### src/rtl/scu_pkg.sv
// Shared definitions for the subtract/compare unit: status bit positions,
// opcodes and the item and result records passed between modules.
// No dependencies.
package scu_pkg;

  localparam int unsigned OpcodeW = 3;
  localparam int unsigned DataW   = 16;
  localparam int unsigned StatusW = 8;
  localparam int unsigned NibbleW = 4;
  localparam int unsigned Digits  = DataW / NibbleW;

  // Status bit positions, N V M X D I Z C from the top down.
  localparam int unsigned FlagN = 7;
  localparam int unsigned FlagV = 6;
  localparam int unsigned FlagM = 5;
  localparam int unsigned FlagX = 4;
  localparam int unsigned FlagD = 3;
  localparam int unsigned FlagI = 2;
  localparam int unsigned FlagZ = 1;
  localparam int unsigned FlagC = 0;

  localparam logic [NibbleW-1:0] DecAdjust = 4'd10;

  typedef enum logic [OpcodeW-1:0] {
    OP_CMP_ACC = 3'd0,
    OP_CMP_IDX = 3'd1,
    OP_SBC     = 3'd2,
    OP_REP     = 3'd3,
    OP_SEP     = 3'd4
  } op_t;

  // One instruction as held in the input register.
  typedef struct packed {
    logic [OpcodeW-1:0] opcode;
    logic [DataW-1:0]   operand;
    logic [DataW-1:0]   register_value;
    logic [StatusW-1:0] status;
  } item_t;

  // One answer as held in the result register.
  typedef struct packed {
    logic [DataW-1:0]   register_value;
    logic [StatusW-1:0] status;
  } result_t;

endpackage

### src/rtl/cpu_subtract_compare_unit.sv
// Top level of the subtract/compare unit: input register, datapath and
// result register with valid/ready handshakes on both sides.
// Depends on scu_pkg and scu_alu.
//
// The unit takes one instruction per clock while in_ready is high. Each
// instruction is held first in the input register and then in the result
// register, with the datapath between them. The input register loads
// whenever it is empty or the result register takes its item, so one new
// transfer is still taken while a finished result waits for the consumer;
// with both registers full and out_ready low, in_ready goes low. With
// out_ready held high the throughput is one item per cycle. Every
// instruction gives exactly one result.
module cpu_subtract_compare_unit (
  input  logic                        clk,
  input  logic                        rst_n,
  input  logic                        in_valid,
  output logic                        in_ready,
  input  logic [scu_pkg::OpcodeW-1:0] in_opcode,
  input  logic [scu_pkg::DataW-1:0]   in_operand,
  input  logic [scu_pkg::DataW-1:0]   in_register_value,
  input  logic [scu_pkg::StatusW-1:0] in_status_in,
  output logic                        out_valid,
  input  logic                        out_ready,
  output logic [scu_pkg::DataW-1:0]   out_register_out,
  output logic [scu_pkg::StatusW-1:0] out_status_out
);

  scu_pkg::item_t   item_r;
  scu_pkg::item_t   item_nxt;
  logic             item_valid_r;
  logic             item_valid_nxt;
  scu_pkg::result_t res_r;
  scu_pkg::result_t res_nxt;
  scu_pkg::result_t alu_res;
  logic             out_valid_r;
  logic             out_valid_nxt;
  logic             res_load;
  logic             item_load;

  scu_alu u_alu (
    .item   (item_r),
    .result (alu_res)
  );

  // Stage enables: each register loads when it is empty or being drained.
  assign res_load  = ~out_valid_r | out_ready;
  assign item_load = ~item_valid_r | res_load;
  assign in_ready  = item_load;

  // Next values for the input register.
  always_comb begin
    item_nxt       = item_r;
    item_valid_nxt = item_valid_r;
    if (item_load) begin
      item_valid_nxt = in_valid;
      if (in_valid) begin
        item_nxt.opcode         = in_opcode;
        item_nxt.operand        = in_operand;
        item_nxt.register_value = in_register_value;
        item_nxt.status         = in_status_in;
      end
    end
  end

  // Next values for the result register.
  always_comb begin
    res_nxt       = res_r;
    out_valid_nxt = out_valid_r;
    if (res_load) begin
      out_valid_nxt = item_valid_r;
      if (item_valid_r) begin
        res_nxt = alu_res;
      end
    end
  end

  // Control state.
  always_ff @(posedge clk) begin
    if (!rst_n) begin
      item_valid_r <= 1'b0;
      out_valid_r  <= 1'b0;
    end else begin
      item_valid_r <= item_valid_nxt;
      out_valid_r  <= out_valid_nxt;
    end
  end

  // Payload registers.
  always_ff @(posedge clk) begin
    item_r <= item_nxt;
    res_r  <= res_nxt;
  end

  assign out_valid        = out_valid_r;
  assign out_register_out = res_r.register_value;
  assign out_status_out   = res_r.status;

endmodule

### src/rtl/scu_alu.sv
// Combinational datapath of the subtract/compare unit: binary and
// packed-decimal subtraction, compares and status bit operations.
// Depends on scu_pkg.
module scu_alu (
  input  scu_pkg::item_t   item,
  output scu_pkg::result_t result
);

  always_comb begin
    logic                        narrow;
    logic                        borrow_in;
    logic [scu_pkg::DataW-1:0]   opa;
    logic [scu_pkg::DataW-1:0]   opb;
    logic [scu_pkg::DataW:0]     diff;
    logic [scu_pkg::DataW-1:0]   bin;
    logic [scu_pkg::Digits:0]    dec_borrow;
    logic [scu_pkg::DataW-1:0]   dec_full;
    logic [scu_pkg::DataW-1:0]   dec_res;
    logic [scu_pkg::NibbleW:0]   nib;
    logic [scu_pkg::DataW-1:0]   res;
    logic                        bout;
    logic                        neg;
    logic                        zero;
    logic                        ovf;
    logic [scu_pkg::StatusW-1:0] st;
    logic [scu_pkg::StatusW-1:0] mask;

    st   = item.status;
    mask = item.operand[scu_pkg::StatusW-1:0];

    // Width: the index compare follows X, everything else follows M.
    narrow = (item.opcode == scu_pkg::OP_CMP_IDX) ? st[scu_pkg::FlagX] : st[scu_pkg::FlagM];
    opa = narrow ? {8'h00, item.register_value[7:0]} : item.register_value;
    opb = narrow ? {8'h00, item.operand[7:0]} : item.operand;

    // Carry set means no borrow; compares subtract without a borrow in.
    borrow_in = (item.opcode == scu_pkg::OP_SBC) ? ~st[scu_pkg::FlagC] : 1'b0;

    // Binary subtraction; the top bit is the borrow out.
    diff = {1'b0, opa} - {1'b0, opb} - {{scu_pkg::DataW{1'b0}}, borrow_in};
    bin  = narrow ? {8'h00, diff[7:0]} : diff[scu_pkg::DataW-1:0];

    // Packed-decimal subtraction, one nibble at a time with ripple borrow.
    dec_borrow    = '0;
    dec_borrow[0] = borrow_in;
    dec_full      = '0;
    for (int k = 0; k < scu_pkg::Digits; k++) begin
      nib = {1'b0, opa[scu_pkg::NibbleW*k +: scu_pkg::NibbleW]}
          - {1'b0, opb[scu_pkg::NibbleW*k +: scu_pkg::NibbleW]}
          - {{scu_pkg::NibbleW{1'b0}}, dec_borrow[k]};
      if (nib[scu_pkg::NibbleW]) begin
        dec_full[scu_pkg::NibbleW*k +: scu_pkg::NibbleW] =
          nib[scu_pkg::NibbleW-1:0] + scu_pkg::DecAdjust;
        dec_borrow[k+1] = 1'b1;
      end else begin
        dec_full[scu_pkg::NibbleW*k +: scu_pkg::NibbleW] = nib[scu_pkg::NibbleW-1:0];
        dec_borrow[k+1] = 1'b0;
      end
    end
    dec_res = narrow ? {8'h00, dec_full[7:0]} : dec_full;

    // Decimal mode applies to subtraction only.
    if ((item.opcode == scu_pkg::OP_SBC) && st[scu_pkg::FlagD]) begin
      res  = dec_res;
      bout = narrow ? dec_borrow[2] : dec_borrow[scu_pkg::Digits];
    end else begin
      res  = bin;
      bout = diff[scu_pkg::DataW];
    end

    neg  = narrow ? res[7] : res[scu_pkg::DataW-1];
    zero = narrow ? (res[7:0] == 8'h00) : (res == '0);
    // Overflow always follows the binary signed rule.
    ovf  = narrow ? ((opa[7] ^ opb[7]) & (opa[7] ^ bin[7]))
                  : ((opa[scu_pkg::DataW-1] ^ opb[scu_pkg::DataW-1])
                     & (opa[scu_pkg::DataW-1] ^ bin[scu_pkg::DataW-1]));

    result.register_value = item.register_value;
    result.status         = st;

    unique case (item.opcode)
      scu_pkg::OP_CMP_ACC, scu_pkg::OP_CMP_IDX: begin
        result.status[scu_pkg::FlagN] = neg;
        result.status[scu_pkg::FlagZ] = zero;
        result.status[scu_pkg::FlagC] = ~bout;
      end
      scu_pkg::OP_SBC: begin
        result.status[scu_pkg::FlagN] = neg;
        result.status[scu_pkg::FlagZ] = zero;
        result.status[scu_pkg::FlagC] = ~bout;
        result.status[scu_pkg::FlagV] = ovf;
        // In 8-bit width the high byte of the register is kept.
        result.register_value = narrow ? {item.register_value[15:8], res[7:0]} : res;
      end
      scu_pkg::OP_REP: begin
        result.status = st & ~mask;
      end
      scu_pkg::OP_SEP: begin
        result.status = st | mask;
      end
      default: begin
        result.register_value = item.register_value;
        result.status         = st;
      end
    endcase
  end

endmodule

### config.mk
export PLATFORM = sky130hd
export DESIGN_NAME = cpu_subtract_compare_unit
export DESIGN_NICKNAME = d
export VERILOG_FILES = /design/src/rtl/scu_pkg.sv /design/src/rtl/cpu_subtract_compare_unit.sv /design/src/rtl/scu_alu.sv
export SDC_FILE = /design/constraint.sdc
export NUM_CORES = 1
export LEC_CHECK = 0
export ABC_AREA = 0
export BUFFER_PORTS_ARGS = -buffer_cell sky130_fd_sc_hd__buf_2
export CORE_MARGIN = 10
export CORE_UTILIZATION = 45
export CTS_CLUSTER_DIAMETER = 80
export DETAILED_ROUTE_END_ITERATION = 12
export GPL_ROUTABILITY_DRIVEN = 1
export PLACE_DENSITY_LB_ADDON = 0.25
export REMOVE_ABC_BUFFERS = 1
export SLEW_MARGIN = 20
export SYNTH_ARGS = -nofsm -noshare
export SYNTH_HDL_FRONTEND = slang
export SYNTH_SLANG_ARGS = --single-unit
export TNS_END_PERCENT = 20
### constraint.sdc
create_clock -name clk -period 10.95 [get_ports clk]
set_input_delay 1.095 -clock clk [delete_from_list [all_inputs] [get_ports clk]]
set_output_delay 1.095 -clock clk [all_outputs]
set_load 0.02 [all_outputs]
# Word-level counts from Yosys, hierarchy flattened

Cells that the tools add are included.

Register bits after elaboration: 69
Input port bits: 47
Output and inout bits: 26
Word-level logic and storage cells: 74

Add/subtract/negate cells: 14
Equality and inequality tests: 4
Multiplexer cells: 26
Bitwise gates (word level): 15
Reduce and logical (&&, ||, !) cells: 7

Operators with widths:

| cell                                                                  | count |
|---|---|
| 16-bit 2-to-1 mux                                                     | 7 |
| 4-bit by 4-bit subtractor with 5-bit output                           | 4 |
| 5-bit by 1-bit subtractor with 5-bit output                           | 4 |
| 16-bit by 16-bit subtractor with 17-bit output                        | 1 |
| 17-bit by 1-bit subtractor with 17-bit output                         | 1 |
| 4-bit adder, second input constant                                    | 4 |
| 16-bit logical NOT                                                    | 1 |
| 4-bit 2-to-1 mux                                                      | 4 |
| 1-bit 2-to-1 mux                                                      | 11 |
| 8-bit AND                                                             | 1 |
| 8-bit logical NOT                                                     | 1 |
| 8-bit inverter                                                        | 1 |
| 8-bit OR                                                              | 1 |
| 4-bit case mux with 2 select lines                                    | 1 |
| 3-bit by 2-bit equality test with 1-bit output, second input constant | 2 |
| 1-bit case mux with 3 select lines                                    | 2 |
| 2-bit case mux with 3 select lines                                    | 1 |
| 1-bit inverter                                                        | 4 |
| 2-bit AND reduction                                                   | 2 |
| 1-bit XOR                                                             | 4 |
| 3-bit by 1-bit equality test with 1-bit output, second input constant | 1 |
| 3-bit equality test, second input constant                            | 1 |
| 3-bit logical NOT                                                     | 1 |
| 3-bit OR reduction                                                    | 1 |
| other kinds (3)                                                       | 5 |

# Longest topological paths before layout

Depth after elaboration: 18
Mapped depth: 37
Gate-level depth less buffers: 36

# Cells and area by module

A second synthesis with hierarchy kept.

Cell total of the unflattened synthesis: 467
Area total of the unflattened synthesis: 4772.1 um^2

Modules (own cells, without submodules):

| module                    | instances | cells each | area each (um^2) | sequential area each (um^2) |
|---|---|---|---|---|
| scu_alu                   | 1         | 391        | 2656.3           | 0.0 |
| cpu_subtract_compare_unit | 1         | 76         | 2115.8           | 2052.0 |

# Worst setup path after synthesis

No wires, ideal clock.

Path kind: reg2reg
Start point: register item_r[42] (netlist name)
End point: register res_r (netlist bit out_status_out[7]) (data pin)
Setup time: 0.254 ns
Data arrival time: 7.216 ns
Required time: 10.696 ns
Slack: 3.481 ns
Stages on the path, launching flop included: 38
Buffers on the path: 1
Period minus slack after synthesis: 7.469 ns
Cell sequence: edfxtp_1 buf_2 nor3b_2 nand2b_1 fa_1 fa_1 nand2b_2 a22o_2 or2_2 fa_1 inv_1 fa_1 nand2b_1 a21oi_2 xnor2_1 xor2_1 ha_1 a21o_1 (+2 left out) nand2_1 a21oi_1 xnor2_1 xor2_1 ha_1 a21o_1 inv_1 fa_1 xnor2_1 ha_1 nor3_1 a41oi_1 o21ai_0 a21oi_1 xnor2_1 o22a_1 o21ai_0 a21o_1

RTL lines:

| element                | line                            | RTL |
|---|---|---|
| from (decl)            | cpu_subtract_compare_unit.sv:28 | `scu_pkg::item_t item_r;` |
| from (signal assigned) | cpu_subtract_compare_unit.sv:90 | `item_r <= item_nxt;` |
| to (signal assigned)   | cpu_subtract_compare_unit.sv:91 | `res_r <= res_nxt;` |
| to (decl)              | cpu_subtract_compare_unit.sv:32 | `scu_pkg::result_t res_r;` |

==> flow_metrics.tcl <==
set metrics [dict create \
    timing.hold.ws_ns 0.528 \
    clock_sinks 69 \
    dpl.hpwl_um 8850 \
    end_kind "flip-flop" \
    core_um2 10400 \
    outcome "complete, no violations" \
    start_util_pct 46.7 \
    final_common_cell "buf_2" \
    cts_setup_buffers 0 \
    wl_per_cell_um 16.7 \
    syn_avg_cell_area_um2 10.1 \
    grt_pass1_wl_um 18400 \
    ctsResizeCount 0 \
    leakage_nw 2.37 \
    cts_root_buf "clkbuf_8" \
    power.total_w 0.000806 \
    cp_data_arrival_time_ns 9.04 \
    groute.usage.overall_pct 15.6 \
    antennaDiodeCount 0 \
    dr.pass1.iters 6 \
    area_growth_pct 13.6 \
    numCtsBuffers 9 \
    cts_tree "built" \
    hold_class "flip-flop to flip-flop" \
    final_area_um2 5520 \
    async_flop_share_pct 0 \
    overflow 0 \
    ys.flop_type "edfxtp_1" \
    post_synth_inst_count 479 \
    die_x_um 124 \
    slew_viol_final 0 \
    place_area_um2 5350 \
    cp_data_required_time_ns 11.09 \
    io-pin-count 73 \
    drtAntennaViolNets 0 \
    peakVddDrop_v 0.000101 \
    finalCritPeriodShare_pct 81.3 \
    hp-start "item_valid_r" \
    crit_path_max_fanout 14 \
    vias_per_cell 5.51 \
    setup_viol 0 \
    yosysTopAreaCellShare_pct 41.4 \
    netlist_area_um2 4860 \
    ys_seq_area_share_pct 42.2 \
    portBuffers 72 \
    hold_viol 0 \
    clockBufferDepth 2 \
    drv_cap 0 \
    crit_slowest_cell "nor3b_2" \
    nets 642 \
    rsz0062_at_grt "no" \
    slew-limit-headroom_pct 31.9 \
    synth_cell_types 66 \
    grt_max_degree 44 \
    max_slew.worst_pin.slew_ns 1.02 \
    synth_edf_count 67 \
    postLayoutCoreUtil_pct 53.0 \
    slowest_delay_ns 0.77 \
    yosys.area.top_type "edfxtp_1" \
    start_kind "flip-flop" \
    layout_common_cells "buf_2 (72), edfxtp_1 (67), inv_1 (54)" \
    crit_top_cell "fa_1" \
    cts-htree-levels 3 \
    hold_buffers 0 \
    drtIter0Drc 218 \
    clock.fmax_ghz 0.112 \
    pwr_density_cell_nw_per_um2 146 \
    cp-startpoint "item_r[42]" \
    ys_seq_elements 69 \
    antenna_found_initial 0 \
    place_congestion 0.929 \
    fin_skew_ns 0.0180 \
    clock_latency_ns 0.38 \
    drc 0 \
    clk_pin_slew_ns 0.09 \
    num_rows 37 \
    yosys_warnings 0 \
    worstSetupPathType "flip-flop to flip-flop" \
    r2r-start "item_r[42]" \
    first_global_vias 3654 \
    die_h_um 124 \
    drt_wl_total_um 11500 \
    synth_area_leaders "edfxtp_1 (41%), ha_1 (11%), inv_1 (4.2%)" \
    finalSetupTns_ns 0 \
    period_needed_ns 8.90 \
    final_layout_size_suffix_gt1_share_pct 20.3 \
    vias 3793 \
    dieArea_um2 15400 \
]
## worst paths after layout
| check | endpoint | slack (ns) | cells after the start |
|---|---|---|---|
| worst max-delay path | out_status_out[7] | 2.05 | 36 |
| worst min-delay path | out_valid | 0.53 | 1 |
| worst max register to register | out_status_out[7] | 2.05 | 36 |
| worst min register to register | out_valid | 0.53 | 1 |
## layout make-up
| type | count | area (um2) |
|---|---|---|
| clock buffer | 10 | 128 |
| clock inverter | 6 | 48.8 |
| fill | 961 | 4890 |
| inverter | 54 | 203 |
| multi-input combinational | 340 | 2550 |
| sequential | 69 | 2050 |
| tap | 136 | 170 |
| timing repair buffer | 74 | 375 |
## sequential cells by signal (all words and copies together) (netlist names)
register	cells
item_r	43
out_register_out	16
item_valid_r	1
out_status_out	8
out_valid	1
## through the flow
step                      std cells  setup WS, ns
after floorplan                 463          3.13
after global placement          673          2.54
after detailed placement        673          2.07
after CTS                       689          2.03
after global routing            689          1.50
final                           689          2.05
## cells in the mapped netlist (4+ instances only)
master,number
nor2b_1,5
fa_1,6
and2_1,8
a211oi_1,4
xor2_1,9
nand2b_1,4
inv_1,54
nand3_1,10
clkbuf_1,9
nand2_1,47
o21ai_1,4
a21oi_1,31
mux2i_1,8
edfxtp_1,67
buf_2,5
ha_1,41
o21a_1,5
o31ai_1,5
xnor2_1,19
nor2_1,22
nor3_1,9
o21ai_0,30
a21o_1,9
nor3b_1,4
and3_1,4
## logic make-up after synthesis
| kind of cell | share of synthesized area, % |
|---|---|
| flip-flops | 42.2 |
| XOR/XNOR | 5.97 |
| buffers and inverters | 5.54 |
| adder cells (fa/ha/maj) | 13.0 |
| AND/OR/NAND/NOR | 13.2 |
| multiplexers | 2.57 |
| AO/OA/AOI/OAI | 17.5 |
## report_power, final
group          leakage [nW]  internal (W)  switching (W)
clock                0.0908     0.0000840       0.000105
sequential            0.662      0.000308     0.00000913
combinational          1.62      0.000127       0.000173
total                  2.37      0.000519       0.000287
## metal layers
metal | share of wire, % | up-vias | global-route usage (%)
met3 | 7.6 | 20 | 4.89
li1 | - | 1863 | -
met2 | 44 | 127 | 23.0
met4 | 2.2 | 0 | 6.47
met1 | 47 | 1783 | 20.8
met5 | 0 | - | 0
## worst max-delay path, delay by kind of cell, from the launching register on
kind | cells | cell delay [ns]
DFF | 1 | 0.54
AOI/OAI and AO/OA | 11 | 1.55
xor gates and xnor gates | 6 | 1.71
and+or+nand+nor | 7 | 1.76
adders and majority gates | 9 | 2.92
buffers and inverters | 3 | 0.21
No activity file was read; power rests on OpenSTA's default activity.
